## config.mk

```make
export PLATFORM = sky130hd
export DESIGN_NAME = receive_window_reorder_buffer_flat
export DESIGN_NICKNAME = d
export VERILOG_FILES = /design/src/design/rwrb_pkg.sv /design/src/design/rwrb_if.sv /design/src/design/rwrb_ram.sv /design/src/design/rwrb_ctrl.sv /design/src/design/rwrb_dp.sv /design/src/design/receive_window_reorder_buffer.sv /design/src/flat_wrapper.sv
export SDC_FILE = /design/constraint.sdc
export NUM_CORES = 1
export LEC_CHECK = 0
export BUFFER_PORTS_ARGS = -buffer_cell sky130_fd_sc_hd__buf_2
export CAP_MARGIN = 20
export CORE_ASPECT_RATIO = 1.1
export CORE_MARGIN = 2
export CORE_UTILIZATION = 50
export DETAILED_ROUTE_END_ITERATION = 10
export HOLD_SLACK_MARGIN = 0.12
export PLACE_DENSITY = 0.67
export SYNTH_ARGS = -nofsm -noshare
export SYNTH_HDL_FRONTEND = slang
export SYNTH_HIERARCHICAL = 1
export SYNTH_SLANG_ARGS = --single-unit
```

## constraint.sdc

```tcl
create_clock -name clk -period 14.5 [get_ports clk]
set_input_delay 3.625 -clock clk [delete_from_list [all_inputs] [get_ports clk]]
set_output_delay 3.625 -clock clk [all_outputs]
set_load 0.01 [all_outputs]
```

## src/design/rwrb_pkg.sv

```systemverilog
// Shared types and constants for the receive window reorder buffer.
package rwrb_pkg;

  localparam int DEFAULT_WINDOW_DEPTH  = 16;
  localparam int DEFAULT_PAYLOAD_WIDTH = 64;

  localparam int ID_WIDTH     = 32;
  localparam int ACTION_WIDTH = 2;
  localparam int STATUS_WIDTH = 2;
  localparam int OCC_WIDTH    = 5;

  localparam logic [ACTION_WIDTH-1:0] ACT_PUSH  = 2'd0;
  localparam logic [ACTION_WIDTH-1:0] ACT_POP   = 2'd1;
  localparam logic [ACTION_WIDTH-1:0] ACT_CLEAR = 2'd2;

  localparam logic [STATUS_WIDTH-1:0] ST_OK     = 2'd0;
  localparam logic [STATUS_WIDTH-1:0] ST_FULL   = 2'd1;
  localparam logic [STATUS_WIDTH-1:0] ST_OLD    = 2'd2;
  localparam logic [STATUS_WIDTH-1:0] ST_BEYOND = 2'd3;

  typedef struct packed {
    logic accept;
    logic fill_payload;
  } ctrl_cmd_t;

  typedef struct packed {
    logic pop_hit;
  } dp_status_t;

endpackage

```

## src/design/rwrb_if.sv

```systemverilog
// Valid/ready channel interfaces for request and result words.
interface rwrb_in_if #(
  parameter int PAYLOAD_WIDTH = rwrb_pkg::DEFAULT_PAYLOAD_WIDTH
);
  logic                                valid;
  logic                                ready;
  logic [rwrb_pkg::ACTION_WIDTH-1:0]   action;
  logic [rwrb_pkg::ID_WIDTH-1:0]       packet_id;
  logic [PAYLOAD_WIDTH-1:0]            payload;

  modport source (output valid, action, packet_id, payload, input ready);
  modport sink   (input valid, action, packet_id, payload, output ready);
endinterface

interface rwrb_out_if #(
  parameter int PAYLOAD_WIDTH = rwrb_pkg::DEFAULT_PAYLOAD_WIDTH
);
  logic                                valid;
  logic                                ready;
  logic [rwrb_pkg::STATUS_WIDTH-1:0]   status;
  logic                                out_valid;
  logic [rwrb_pkg::ID_WIDTH-1:0]       out_id;
  logic [PAYLOAD_WIDTH-1:0]            out_payload;
  logic [rwrb_pkg::OCC_WIDTH-1:0]      occupancy;
  logic                                window_empty;
  logic [rwrb_pkg::ID_WIDTH-1:0]       window_low;

  modport source (output valid, status, out_valid, out_id, out_payload, occupancy,
                  window_empty, window_low, input ready);
  modport sink   (input valid, status, out_valid, out_id, out_payload, occupancy,
                  window_empty, window_low, output ready);
endinterface

```

## src/design/rwrb_ram.sv

```systemverilog
// Generic single-write, single-read RAM with registered read data.
module rwrb_ram #(
  parameter int WIDTH = 8,
  parameter int DEPTH = 16
) (
  input  logic                     clk,
  input  logic                     wr_en,
  input  logic [$clog2(DEPTH)-1:0] wr_addr,
  input  logic [WIDTH-1:0]         wr_data,
  input  logic                     rd_en,
  input  logic [$clog2(DEPTH)-1:0] rd_addr,
  output logic [WIDTH-1:0]         rd_data
);

  logic [WIDTH-1:0] mem [DEPTH];

  always_ff @(posedge clk) begin
    if (wr_en) begin
      mem[wr_addr] <= wr_data;
    end
    if (rd_en) begin
      rd_data <= mem[rd_addr];
    end
  end

endmodule

```

## src/design/rwrb_ctrl.sv

```systemverilog
// Handshake controller: accepts words, waits on the payload read, holds the result.
module rwrb_ctrl (
  input  logic                 clk,
  input  logic                 rst,
  input  logic                 in_valid,
  output logic                 in_ready,
  output logic                 out_valid,
  input  logic                 out_ready,
  input  rwrb_pkg::dp_status_t status,
  output rwrb_pkg::ctrl_cmd_t  cmd
);

  localparam logic S_IDLE = 1'b0;
  localparam logic S_READ = 1'b1;

  logic state;
  logic state_next;
  logic out_full;
  logic out_full_next;
  logic accept;

  assign in_ready  = (state == S_IDLE) && (!out_full || out_ready);
  assign accept    = in_valid && in_ready;
  assign out_valid = out_full;

  assign cmd.accept       = accept;
  assign cmd.fill_payload = (state == S_READ);

  always_comb begin
    state_next    = state;
    out_full_next = out_full;
    case (state)
      S_IDLE: begin
        if (accept) begin
          if (status.pop_hit) begin
            state_next    = S_READ;
            out_full_next = 1'b0;
          end else begin
            out_full_next = 1'b1;
          end
        end else if (out_ready) begin
          out_full_next = 1'b0;
        end
      end
      S_READ: begin
        state_next    = S_IDLE;
        out_full_next = 1'b1;
      end
      default: begin
        state_next    = S_IDLE;
        out_full_next = 1'b0;
      end
    endcase
  end

  always_ff @(posedge clk) begin
    if (rst) begin
      state    <= S_IDLE;
      out_full <= 1'b0;
    end else begin
      state    <= state_next;
      out_full <= out_full_next;
    end
  end

endmodule

```

## src/design/rwrb_dp.sv

```systemverilog
// Datapath: window state, slot flags, payload RAM and result register.
module rwrb_dp #(
  parameter int WINDOW_DEPTH  = rwrb_pkg::DEFAULT_WINDOW_DEPTH,
  parameter int PAYLOAD_WIDTH = rwrb_pkg::DEFAULT_PAYLOAD_WIDTH
) (
  input  logic                               clk,
  input  logic                               rst,
  input  rwrb_pkg::ctrl_cmd_t                cmd,
  output rwrb_pkg::dp_status_t               status,
  input  logic [rwrb_pkg::ACTION_WIDTH-1:0]  action,
  input  logic [rwrb_pkg::ID_WIDTH-1:0]      packet_id,
  input  logic [PAYLOAD_WIDTH-1:0]           payload,
  output logic [rwrb_pkg::STATUS_WIDTH-1:0]  res_status,
  output logic                               res_valid,
  output logic [rwrb_pkg::ID_WIDTH-1:0]      res_id,
  output logic [PAYLOAD_WIDTH-1:0]           res_payload,
  output logic [rwrb_pkg::OCC_WIDTH-1:0]     res_occupancy,
  output logic                               res_empty,
  output logic [rwrb_pkg::ID_WIDTH-1:0]      res_low
);

  localparam int IDW   = rwrb_pkg::ID_WIDTH;
  localparam int OCCW  = rwrb_pkg::OCC_WIDTH;
  localparam int IDX_W = $clog2(WINDOW_DEPTH);
  localparam int CNT_W = $clog2(WINDOW_DEPTH + 1);
  localparam logic [IDW-1:0]   SPAN     = IDW'(WINDOW_DEPTH - 1);
  localparam logic [IDX_W-1:0] LAST_IDX = IDX_W'(WINDOW_DEPTH - 1);
  localparam logic [IDX_W:0]   DEPTH_X  = (IDX_W + 1)'(WINDOW_DEPTH);
  localparam logic [IDW-1:0]   ID_MAX   = {IDW{1'b1}};

  logic [WINDOW_DEPTH-1:0] slot_full;
  logic [WINDOW_DEPTH-1:0] slot_full_next;
  logic [IDX_W-1:0]        head_slot;
  logic [IDX_W-1:0]        head_slot_next;
  logic [IDX_W-1:0]        low_mod;
  logic [IDX_W-1:0]        low_mod_next;
  logic [IDW-1:0]          lower_bound;
  logic [IDW-1:0]          lower_bound_next;
  logic [CNT_W-1:0]        full_count;
  logic [CNT_W-1:0]        full_count_next;

  logic [IDW-1:0]          offset;
  logic [IDX_W:0]          idx_sum;
  logic [IDX_W-1:0]        push_idx;
  logic                    head_full;
  logic                    push_ok;
  logic [rwrb_pkg::STATUS_WIDTH-1:0] status_next;
  logic [PAYLOAD_WIDTH-1:0] ram_rd_data;

  // Slot of an in-window id is (lower_bound mod depth + offset) mod depth.
  assign offset    = packet_id - lower_bound;
  assign idx_sum   = {1'b0, low_mod} + {1'b0, offset[IDX_W-1:0]};
  assign push_idx  = (idx_sum >= DEPTH_X) ? IDX_W'(idx_sum - DEPTH_X) : idx_sum[IDX_W-1:0];
  assign head_full = slot_full[head_slot];

  assign status.pop_hit = (action == rwrb_pkg::ACT_POP) && head_full;

  always_comb begin
    slot_full_next   = slot_full;
    head_slot_next   = head_slot;
    low_mod_next     = low_mod;
    lower_bound_next = lower_bound;
    full_count_next  = full_count;
    status_next      = rwrb_pkg::ST_OK;
    push_ok          = 1'b0;
    case (action)
      rwrb_pkg::ACT_PUSH: begin
        if (packet_id < lower_bound) begin
          status_next = rwrb_pkg::ST_OLD;
        end else if (offset > SPAN) begin
          status_next = rwrb_pkg::ST_BEYOND;
        end else if (slot_full[push_idx]) begin
          status_next = rwrb_pkg::ST_FULL;
        end else begin
          push_ok                  = 1'b1;
          slot_full_next[push_idx] = 1'b1;
          full_count_next          = full_count + CNT_W'(1);
        end
      end
      rwrb_pkg::ACT_POP: begin
        if (head_full) begin
          slot_full_next[head_slot] = 1'b0;
          full_count_next           = full_count - CNT_W'(1);
          head_slot_next   = (head_slot == LAST_IDX) ? '0 : head_slot + IDX_W'(1);
          lower_bound_next = lower_bound + IDW'(1);
          if (lower_bound == ID_MAX) begin
            low_mod_next = '0;
          end else begin
            low_mod_next = (low_mod == LAST_IDX) ? '0 : low_mod + IDX_W'(1);
          end
        end
      end
      rwrb_pkg::ACT_CLEAR: begin
        slot_full_next  = '0;
        full_count_next = '0;
      end
      default: begin
      end
    endcase
  end

  rwrb_ram #(
    .WIDTH (PAYLOAD_WIDTH),
    .DEPTH (WINDOW_DEPTH)
  ) u_ram (
    .clk     (clk),
    .wr_en   (cmd.accept && push_ok),
    .wr_addr (push_idx),
    .wr_data (payload),
    .rd_en   (cmd.accept && status.pop_hit),
    .rd_addr (head_slot),
    .rd_data (ram_rd_data)
  );

  always_ff @(posedge clk) begin
    if (rst) begin
      slot_full   <= '0;
      head_slot   <= '0;
      low_mod     <= '0;
      lower_bound <= '0;
      full_count  <= '0;
    end else if (cmd.accept) begin
      slot_full   <= slot_full_next;
      head_slot   <= head_slot_next;
      low_mod     <= low_mod_next;
      lower_bound <= lower_bound_next;
      full_count  <= full_count_next;
    end
  end

  always_ff @(posedge clk) begin
    if (cmd.accept) begin
      res_status    <= status_next;
      res_valid     <= status.pop_hit;
      res_id        <= status.pop_hit ? lower_bound : '0;
      res_payload   <= '0;
      res_occupancy <= OCCW'(full_count_next);
      res_empty     <= (full_count_next == '0);
      res_low       <= lower_bound_next;
    end else if (cmd.fill_payload) begin
      res_payload   <= ram_rd_data;
    end
  end

endmodule

```

## src/design/receive_window_reorder_buffer.sv

```systemverilog
// Top level of the receive window reorder buffer.
// The result word is registered when the request word is accepted; a pop that returns
// a packet also waits on the registered payload RAM read before its result is offered.
// Throughput: one word per cycle while results are taken; a returning pop
// holds the input while its payload is read.
// Reset clears slot flags, count and window bound; payload RAM is not cleared.
module receive_window_reorder_buffer #(
  parameter int WINDOW_DEPTH  = rwrb_pkg::DEFAULT_WINDOW_DEPTH,
  parameter int PAYLOAD_WIDTH = rwrb_pkg::DEFAULT_PAYLOAD_WIDTH
) (
  input  logic      clk,
  input  logic      rst,
  rwrb_in_if.sink   ingress,
  rwrb_out_if.source egress
);

  rwrb_pkg::ctrl_cmd_t  cmd;
  rwrb_pkg::dp_status_t dp_status;

  rwrb_ctrl u_ctrl (
    .clk       (clk),
    .rst       (rst),
    .in_valid  (ingress.valid),
    .in_ready  (ingress.ready),
    .out_valid (egress.valid),
    .out_ready (egress.ready),
    .status    (dp_status),
    .cmd       (cmd)
  );

  rwrb_dp #(
    .WINDOW_DEPTH  (WINDOW_DEPTH),
    .PAYLOAD_WIDTH (PAYLOAD_WIDTH)
  ) u_dp (
    .clk           (clk),
    .rst           (rst),
    .cmd           (cmd),
    .status        (dp_status),
    .action        (ingress.action),
    .packet_id     (ingress.packet_id),
    .payload       (ingress.payload),
    .res_status    (egress.status),
    .res_valid     (egress.out_valid),
    .res_id        (egress.out_id),
    .res_payload   (egress.out_payload),
    .res_occupancy (egress.occupancy),
    .res_empty     (egress.window_empty),
    .res_low       (egress.window_low)
  );

endmodule

```

## src/flat_wrapper.sv

```systemverilog
// flat-port wrapper written by rule: the top's interface ports become plain ports
module receive_window_reorder_buffer_flat 
#(
  parameter int WINDOW_DEPTH  = rwrb_pkg::DEFAULT_WINDOW_DEPTH,
  parameter int PAYLOAD_WIDTH = rwrb_pkg::DEFAULT_PAYLOAD_WIDTH
)
  (clk, rst, ingress_valid, ingress_action, ingress_packet_id, ingress_payload, ingress_ready, egress_valid, egress_status, egress_out_valid, egress_out_id, egress_out_payload, egress_occupancy, egress_window_empty, egress_window_low, egress_ready);
  rwrb_in_if #(.PAYLOAD_WIDTH(PAYLOAD_WIDTH)) ingress_i ();
  rwrb_out_if #(.PAYLOAD_WIDTH(PAYLOAD_WIDTH)) egress_i ();
  input  logic clk;
  input  logic rst;
  input wire logic [$bits(ingress_i.valid)-1:0] ingress_valid;
  input wire logic [$bits(ingress_i.action)-1:0] ingress_action;
  input wire logic [$bits(ingress_i.packet_id)-1:0] ingress_packet_id;
  input wire logic [$bits(ingress_i.payload)-1:0] ingress_payload;
  output wire logic [$bits(ingress_i.ready)-1:0] ingress_ready;
  output wire logic [$bits(egress_i.valid)-1:0] egress_valid;
  output wire logic [$bits(egress_i.status)-1:0] egress_status;
  output wire logic [$bits(egress_i.out_valid)-1:0] egress_out_valid;
  output wire logic [$bits(egress_i.out_id)-1:0] egress_out_id;
  output wire logic [$bits(egress_i.out_payload)-1:0] egress_out_payload;
  output wire logic [$bits(egress_i.occupancy)-1:0] egress_occupancy;
  output wire logic [$bits(egress_i.window_empty)-1:0] egress_window_empty;
  output wire logic [$bits(egress_i.window_low)-1:0] egress_window_low;
  input wire logic [$bits(egress_i.ready)-1:0] egress_ready;
  assign ingress_i.valid = ingress_valid;
  assign ingress_i.action = ingress_action;
  assign ingress_i.packet_id = ingress_packet_id;
  assign ingress_i.payload = ingress_payload;
  assign ingress_ready = ingress_i.ready;
  assign egress_valid = egress_i.valid;
  assign egress_status = egress_i.status;
  assign egress_out_valid = egress_i.out_valid;
  assign egress_out_id = egress_i.out_id;
  assign egress_out_payload = egress_i.out_payload;
  assign egress_occupancy = egress_i.occupancy;
  assign egress_window_empty = egress_i.window_empty;
  assign egress_window_low = egress_i.window_low;
  assign egress_i.ready = egress_ready;
  receive_window_reorder_buffer #(.WINDOW_DEPTH(WINDOW_DEPTH), .PAYLOAD_WIDTH(PAYLOAD_WIDTH)) u_core (.clk(clk), .rst(rst), .ingress(ingress_i), .egress(egress_i));
endmodule
```

==> out/qor.tcl, run 1 <==
set qor(status) {finished clean}
set qor(syn_avg_cell_area_sq_um) 17.9
set qor(clock_tree_buf_depth) 3
set qor(rsz_0062_raised_after_global_routing) {false}
set qor(setup_violations) 0
set qor(worst_path_dominant_cell_family) {simple AND/OR/NAND/NOR gates}
set qor(fp.dieArea_sq_um) 105000
set qor(post_synth_inst_count) 2874
set qor(num_vias) 27200
set qor(dr.pass1.iters) 6
set qor(worstMarginPinSlew_ns) 1.10
set qor(final.setup_skew_ns) 0.0229
set qor(die_h_microns) 340
set qor(clk_transition_reported_paths_ns) 0.06
set qor(cp_cell_sequence) {buf_2 > inv_1 > ha_1 > fa_1 > fa_1 > inv_1 > nand2_1 > o221ai_1 > a211oi_1 > mux2i_1 > nand2_1 > a2111oi_0 > and4_1 > and3_1 > or3b_2 > nor2_4 > buf_4}
set qor(finalHoldViolCount) 0
set qor(post_cts.resized_instances) 0
set qor(p_per_area_nw_per_um2) 128
set qor(grt.overflow.total) 0
set qor(cts_root_buffer) {clkbuf_16}
set qor(synth_top_family_by_area) {multiplexers}
set qor(dr.max_layer_used) {met5}
set qor(synth_cell_types) 79
set qor(layout.nets) 3289
set qor(track_usage_pct) 22.1
set qor(crit_path_end_kind) {register}
set qor(critPathSlowestCell) {buf_4}
set qor(yosys.area_share.xor_xnor_pct) 1.36
set qor(number_of_clock_buffers_inserted_by_tritoncts) 131
set qor(slowest_delay_ns) 0.72
set qor(startpoint) {ingress_packet_id[0]}
set qor(finalCriticalPeriod_ns) 9.50
set qor(grt_antenna_before_repair) 19
set qor(setup_total_negative_slack_ns) 0
set qor(reg2reg_from) {u_core/u_dp/lower_bound[0]}
set qor(maxCapViolations) 0
set qor(path_max_fanout) 43
set qor(layout_worst_path_cycle_share_pct) 65.5
set qor(grt_first_pass_wirelength_mm) 175
set qor(number_of_flops_mapped_to_enable_cells_by_yosys) 1161
set qor(final-max-slew-violation-count) 0
set qor(mostFrequentLayoutCells) {1161 x edfxtp_1, 261 x mux4_2, 240 x buf_2}
set qor(wirelength_met1_mm) 47.3
set qor(timing.critical_path.from_type) {primary input}
set qor(mux_share_of_post_synthesis_cell_area_pct) 12.9
set qor(flow.area_growth_from_synthesis_pct) 13.4
set qor(placed_cells_incl_taps) 4376
set qor(num_rows) 123
set qor(detailroute.wirelength.met2_mm) 58.4
set qor(worst_ep_arrival_time_ns) 9.84
set qor(drtIter0Drc) 2335
set qor(post_synth_instance_area_sq_um) 51400
set qor(min_path_type) {reg2reg}
set qor(wirelength_mm) 115
set qor(ff_latch_area_sq_um) 37400
set qor(half_perimeter_wire_length_of_the_detailed_placement_result_mm) 67.2
set qor(drc_errors) 0
set qor(num-fill-cells) 7654
set qor(dr_wl_met3_mm) 6.60
set qor(fp.coreArea_sq_um) 102000
set qor(crit_required_ns) 14.84
set qor(timing.max_slew.rel_slack_pct) 26.9
set qor(number_of_buffer_and_inverter_instances_along_the_worst_setup_path) 4
set qor(tritoncts) {done}
set qor(maximum_number_of_pins_on_one_net_before_global_route_repair) 128
set qor(worst_slack_ns) 5.00
set qor(h-tree-depth) 4
set qor(postSynthRegisterBits) 1288
set qor(cts.hold.buffers_added) 0
set qor(max-vdd-ir-drop_v) 0.000121
set qor(post_syn_nets) 3024
set qor(yosys.area_share.simple_pct) 4.99
set qor(multiInputGateArea_sq_um) 13100
set qor(post_synthesis_share_of_cell_area_spent_on_full_adders_half_adders_and_majority_gates_pct) 1.20
set qor(die_x_microns) 310
set qor(placement.setup.worst_slack_ns) 4.39
set qor(fmax_mhz) 105
set qor(postSynth.asyncResetShare_pct) 0
set qor(avgRoutedWirePerCell_microns) 24.8
set qor(number_of_placed_i_o_pins) 241
set qor(tritoncts_num_sinks) 1288
set qor(post-cts-setup-buffers) 0
set qor(ant_nets) 0
set qor(leakage_nw) 18.5
set qor(seq_area_frac_synth_pct) 72.8
set qor(place.gp.congestion) 0.905
set qor(min_delay_src) {u_core/u_dp/res_payload[2]}
set qor(buffer_ports.inserted) 240
set qor(ys.warnings.count) 6
set qor(layout.cells.most_common) {edfxtp_1}
set qor(clock_latency_ns) 0.72
set qor(avgViaCountPerCell) 5.90
set qor(ys.flop_type) {edfxtp_1}
set qor(first_global_vias) 28600
set qor(finish.cell_count_without_fillers) 4622
set qor(synth_compound_area_share_pct) 4.78
set qor(initial_core_util_pct) 50.3
set qor(crit_type) {in2reg}
set qor(post_route_cells_drive_above_1_share_pct) 24.0
## layer usage
layer / GRT usage (%) / vias to the layer above
li1: - / 12000
met1: 29.4 / 14100
met2: 37.7 / 907
met3: 3.85 / 183
met4: 6.36 / 12
met5: 0 / -
## per-stage QoR
| stage | cell area, sq um | util, % | total power, mW | hold WS (ns) |
|---|---|---|---|---|
| floorplan | 51400 | - | 4.21 | 0.457 |
| global placement | 54000 | 52.9 | 4.30 | 0.463 |
| detailed placement | 54000 | 52.9 | 4.30 | 0.476 |
| CTS | 58100 | 57.0 | 7.52 | 0.489 |
| global route | 58300 | 57.1 | 7.69 | 0.507 |
| finish | 58300 | 57.1 | 7.45 | 0.486 |
## sequential cells by signal (all words and copies together), names as in the netlist, 2 cells and up
| name | cells |
|---|---|
| u_core/u_dp/res_id | 32 |
| u_core/u_dp/res_status | 2 |
| u_core/u_dp/res_occupancy | 5 |
| u_core/u_dp/lower_bound | 32 |
| u_core/u_dp/low_mod | 4 |
| u_core/u_dp/res_payload | 64 |
| u_core/u_dp/u_ram/rd_data | 64 |
| u_core/u_dp/full_count | 5 |
| u_core/u_dp/head_slot | 4 |
| u_core/u_dp/u_ram/mem | 1024 |
| u_core/u_dp/res_low | 32 |
| u_core/u_dp/slot_full | 16 |
## logic make-up (layout without fill, tap and decap cells)
group	count (synthesis)	count (layout)
adder cells (fa/ha/maj)	48	48
AO/OA/AOI/OAI	351	351
flip-flops	1288	1288
buffers and inverters	216	584
other	0	5
XOR/XNOR	80	80
AND/OR/NAND/NOR	556	556
multiplexers	335	335
## where the power goes
group	total, mW	internal [mW]	switching, mW	leakage [nW]
combinational	0.174	0.0477	0.126	4.97
clock	3.22	1.86	1.36	2.01
sequential	4.05	4.05	0.00366	11.5
total	7.45	5.95	1.49	18.5
## worst paths after layout
path                                  end  slack [ns]  depth (start not counted)
max          u_core/u_dp/u_ram/mem[1][40]        5.00                         17
min            u_core/u_dp/res_payload[2]        0.49                          2
max reg2reg  u_core/u_dp/u_ram/mem[1][40]        7.53                         15
min reg2reg    u_core/u_dp/res_payload[2]        0.49                          2
## worst min-delay path, cell delays in order, from the launching register on
cell and delay, ns:
dfxtp_1 0.32, mux2i_1 0.06, nor2_1 0.07
## synth_stat cells (all sizes together) (13+ instances only)
master	count	area, sq um
o21ai	45	225
mux4	261	5880
mux2i	69	691
clkbuf	79	299
ha	46	576
nor4	13	121
nand2	170	641
nor2	192	723
nor3	32	170
a211oi	21	173
dfxtp	127	2540
nand3	57	285
a21oi	71	370
xnor2	70	613
nand4	20	131
buf	72	457
a22oi	130	976
edfxtp	1161	34900
inv	61	229
## cell type report
type / count / area share, %
repair buffers: 283 / 2.84
clock buffers: 171 / 6.10
multi-input cells: 1370 / 22.5
flip-flops and latches: 1288 / 64.2
inverters: 65 / 0.421
well taps: 1375 / 2.95
clock inverters: 65 / 0.966
diodes: 5 / 0.0215
Note: power is estimated with default switching activity, not from simulation.
==> run 2: changes to the inputs <==
Clock period 14.5 ns to 9.2 ns, I/O delays scaled along.
==> run 2 against run 1 <==
Register-to-register slack lost 4.5 ns. Final cell count barely moved. Combinational power is 59% higher. Count of clock-buffer cells in the layout fell by 17. Global-route usage rose by 0.085 points.
==> out/qor.tcl, run 2 (synthesized netlist as in run 1, its figures left out) <==
set qor(status) {finished clean}
set qor(number_of_placed_i_o_pins) 241 ;# unchanged
set qor(place.gp.congestion) 0.909 ;# +0.44%
set qor(worstMarginPinSlew_ns) 1.12 ;# +0.0198 ns
set qor(drc_errors) 0 ;# unchanged
set qor(grt_antenna_before_repair) 16 ;# -3
set qor(num_rows) 123 ;# unchanged
set qor(fp.coreArea_sq_um) 102000 ;# unchanged
set qor(largest_reg_flops) 1024 ;# unchanged
set qor(power.internal_mw) 9.44 ;# +59%
set qor(post_route_cells_drive_above_1_share_pct) 24.2 ;# +0.20 points
set qor(p_sw_mw) 2.33 ;# +56%
set qor(placed_cells_incl_taps) 4386 ;# +0.23%
set qor(clock_tree_buf_depth) 3 ;# unchanged
set qor(timing.critical_path.from_type) {primary input}
set qor(initial_core_util_pct) 50.3 ;# unchanged
set qor(layout.cells.most_common) {edfxtp_1}
set qor(post-route-cell-area_sq_um) 58300 ;# +0.14%
set qor(clockPowerShare_pct) 43.5 ;# +0.2 points
set qor(finalCriticalPeriod_ns) 7.36
set qor(crit_required_ns) 9.52 ;# -5.32 ns
set qor(post-cts-setup-buffers) 0 ;# unchanged
set qor(final.setup_skew_ns) 0.0280 ;# +0.00509 ns
set qor(flow.area_growth_from_synthesis_pct) 13.6
set qor(avgViaCountPerCell) 5.91 ;# +0.19%
set qor(tritoncts) {done}
set qor(post_cts.resized_instances) 0 ;# unchanged
set qor(leakage_nw) 18.6 ;# +0.18%
set qor(avgRoutedWirePerCell_microns) 25.3 ;# +1.7%
set qor(layout_worst_path_cycle_share_pct) 80.0
set qor(dr.pass1.iters) 6 ;# unchanged
set qor(worst_ep_arrival_time_ns) 7.67 ;# -2.17 ns
set qor(crit_type) {in2reg}
set qor(fmax_mhz) 136
set qor(p_comb_share_pct) 2.3 ;# about the same
set qor(maxCapViolations) 0 ;# unchanged
set qor(placed_area_sq_um) 54200 ;# +0.34%
set qor(placement.setup.worst_slack_ns) 1.16 ;# -3.23 ns
set qor(layout.nets) 3285 ;# -0.12%
set qor(report.power.total_mw) 11.8 ;# +58%
set qor(maximum_number_of_pins_on_one_net_before_global_route_repair) 105 ;# -18%
set qor(timing.max_slew.rel_slack_pct) 25.5 ;# -1.3 points
set qor(track_usage_pct) 22.2 ;# +0.085 points
set qor(crit_path_end_kind) {register}
set qor(finish.cell_count_without_fillers) 4618 ;# -0.087%
set qor(tritoncts_num_sinks) 1288 ;# unchanged
set qor(min_path_type) {reg2reg}
set qor(buffer_ports.inserted) 240 ;# unchanged
set qor(rsz_0062_raised_after_global_routing) {false}
set qor(drtIter0Drc) 2544 ;# +9.0%
set qor(cts.hold.buffers_added) 0 ;# unchanged
set qor(h-tree-depth) 3 ;# -1
set qor(sw_frac_of_total_pct) 19.8 ;# -0.23 points
set qor(registers.top_by_ff_count) {u_core/u_dp/u_ram/mem}
set qor(mostFrequentLayoutCells) {1161 x edfxtp_1, 261 x mux4_2, 240 x buf_2}
set qor(finalHoldViolCount) 0 ;# unchanged
set qor(die_x_microns) 310 ;# unchanged
set qor(path_max_fanout) 46 ;# +7.0%
set qor(half_perimeter_wire_length_of_the_detailed_placement_result_mm) 69.2 ;# +2.8%
set qor(wirelength_mm) 117 ;# +1.7%
set qor(number_of_clock_buffers_inserted_by_tritoncts) 121 ;# -7.6%
set qor(setup_violations) 0 ;# unchanged
set qor(die_h_microns) 340 ;# unchanged
set qor(ant_nets) 0 ;# unchanged
set qor(p_per_area_nw_per_um2) 202 ;# +58%
set qor(max-vdd-ir-drop_v) 0.000171 ;# +41%
set qor(cts_root_buffer) {clkbuf_16}
set qor(worst_slack_ns) 1.84 ;# -3.16 ns
set qor(grt_first_pass_wirelength_mm) 175 ;# -0.12%
set qor(fp.dieArea_sq_um) 105000 ;# unchanged
set qor(first_global_vias) 28200 ;# -1.1%
set qor(final-max-slew-violation-count) 0 ;# unchanged
set qor(clk_transition_reported_paths_ns) 0.06 ;# about the same
set qor(fraction_of_power_consumed_by_sequential_logic_pct) 54.2 ;# -0.2 points
set qor(num-fill-cells) 7671 ;# +0.22%
set qor(grt.overflow.total) 0 ;# unchanged
set qor(num_vias) 27300 ;# +0.099%
set qor(largest_registers) {u_core/u_dp/u_ram/mem (1024), u_core/u_dp/res_payload (64), u_core/u_dp/u_ram/rd_data (64)}
set qor(clock_latency_ns) 0.71 ;# about the same
==> run 2: changes by cell type in the layout (fill, tap and decap cells not counted), sizes merged <==
cell	before	now
bufinv	7	18
clkinvlp	4	3
diode	5	3
clkinv	50	52
clkbuf	171	154
inv	69	66
buf	283	289
==> run 2: area by class of cell <==
type	count	area (sq um)	share of cell area, %
Sequential cell	1288	37400	64.1
Multi-Input combinational cell	1370	13100	22.5
Clock buffer	154	3220	5.52
Timing Repair Buffer	289	1730	2.96
Tap cell	1375	1720	2.95
Clock inverter	74	898	1.54
Inverter	65	245	0.420
Antenna cell	3	7.51	0.0129
==> run 2: final timing paths <==
kind / slack (ns) / cells after the start / from / endpoint
max: 1.84 / 16 / ingress_packet_id[0] / u_core/u_dp/u_ram/mem[1][43]
min: 0.48 / 2 / u_core/u_dp/u_ram/rd_data[8] / u_core/u_dp/res_payload[8]
max reg2reg: 3.08 / 14 / u_core/u_dp/lower_bound[0] / u_core/u_dp/u_ram/mem[1][43]
min reg2reg: 0.48 / 2 / u_core/u_dp/u_ram/rd_data[8] / u_core/u_dp/res_payload[8]
==> run 2: power groups by stage <==
stage                     logic [mW]  clock network, mW  registers [mW]
final                          0.276               5.12            6.38
after CTS                      0.277               5.22            6.38
after floorplan                0.123                  0            6.52
after global routing           0.305               5.44            6.38
after detailed placement       0.277                  0            6.51
after global placement         0.268                  0            6.51
==> run 2: through the flow <==
stage / utilization (%) / hold WS, ns / TNS (ns)
2_1_floorplan: - / 0.457 / -251.19
3_3_place_gp: 53.1 / 0.464 / 0
3_5_place_dp: 53.1 / 0.475 / 0
4_1_cts: 57.1 / 0.490 / 0
5_1_grt: 57.2 / 0.505 / 0
6_report: 57.2 / 0.482 / 0
==> run 2: critical path, cell delays in order <==
cell       delay [ns]
buf_2            0.08
inv_1            0.05
ha_1             0.21
fa_1             0.50
fa_1             0.88
mux2_2           0.40
o221ai_1         0.20
a211oi_1         0.13
mux2i_1          0.30
nand2_1          0.20
a2111oi_0        0.28
and4_1           0.41
and3_1           0.31
or3b_2           0.61
nor2_4           0.13
buf_4            0.62
==> run 2: per-layer routing <==
metal | wire, microns | GRT usage, % | vias to the layer above
li1 | - | - | 12000
met1 | 47700 | 29.4 | 14100
met2 | 59000 | 37.9 | 953
met3 | 7250 | 3.90 | 178
met4 | 2520 | 6.42 | 20
met5 | 136 | 0 | -
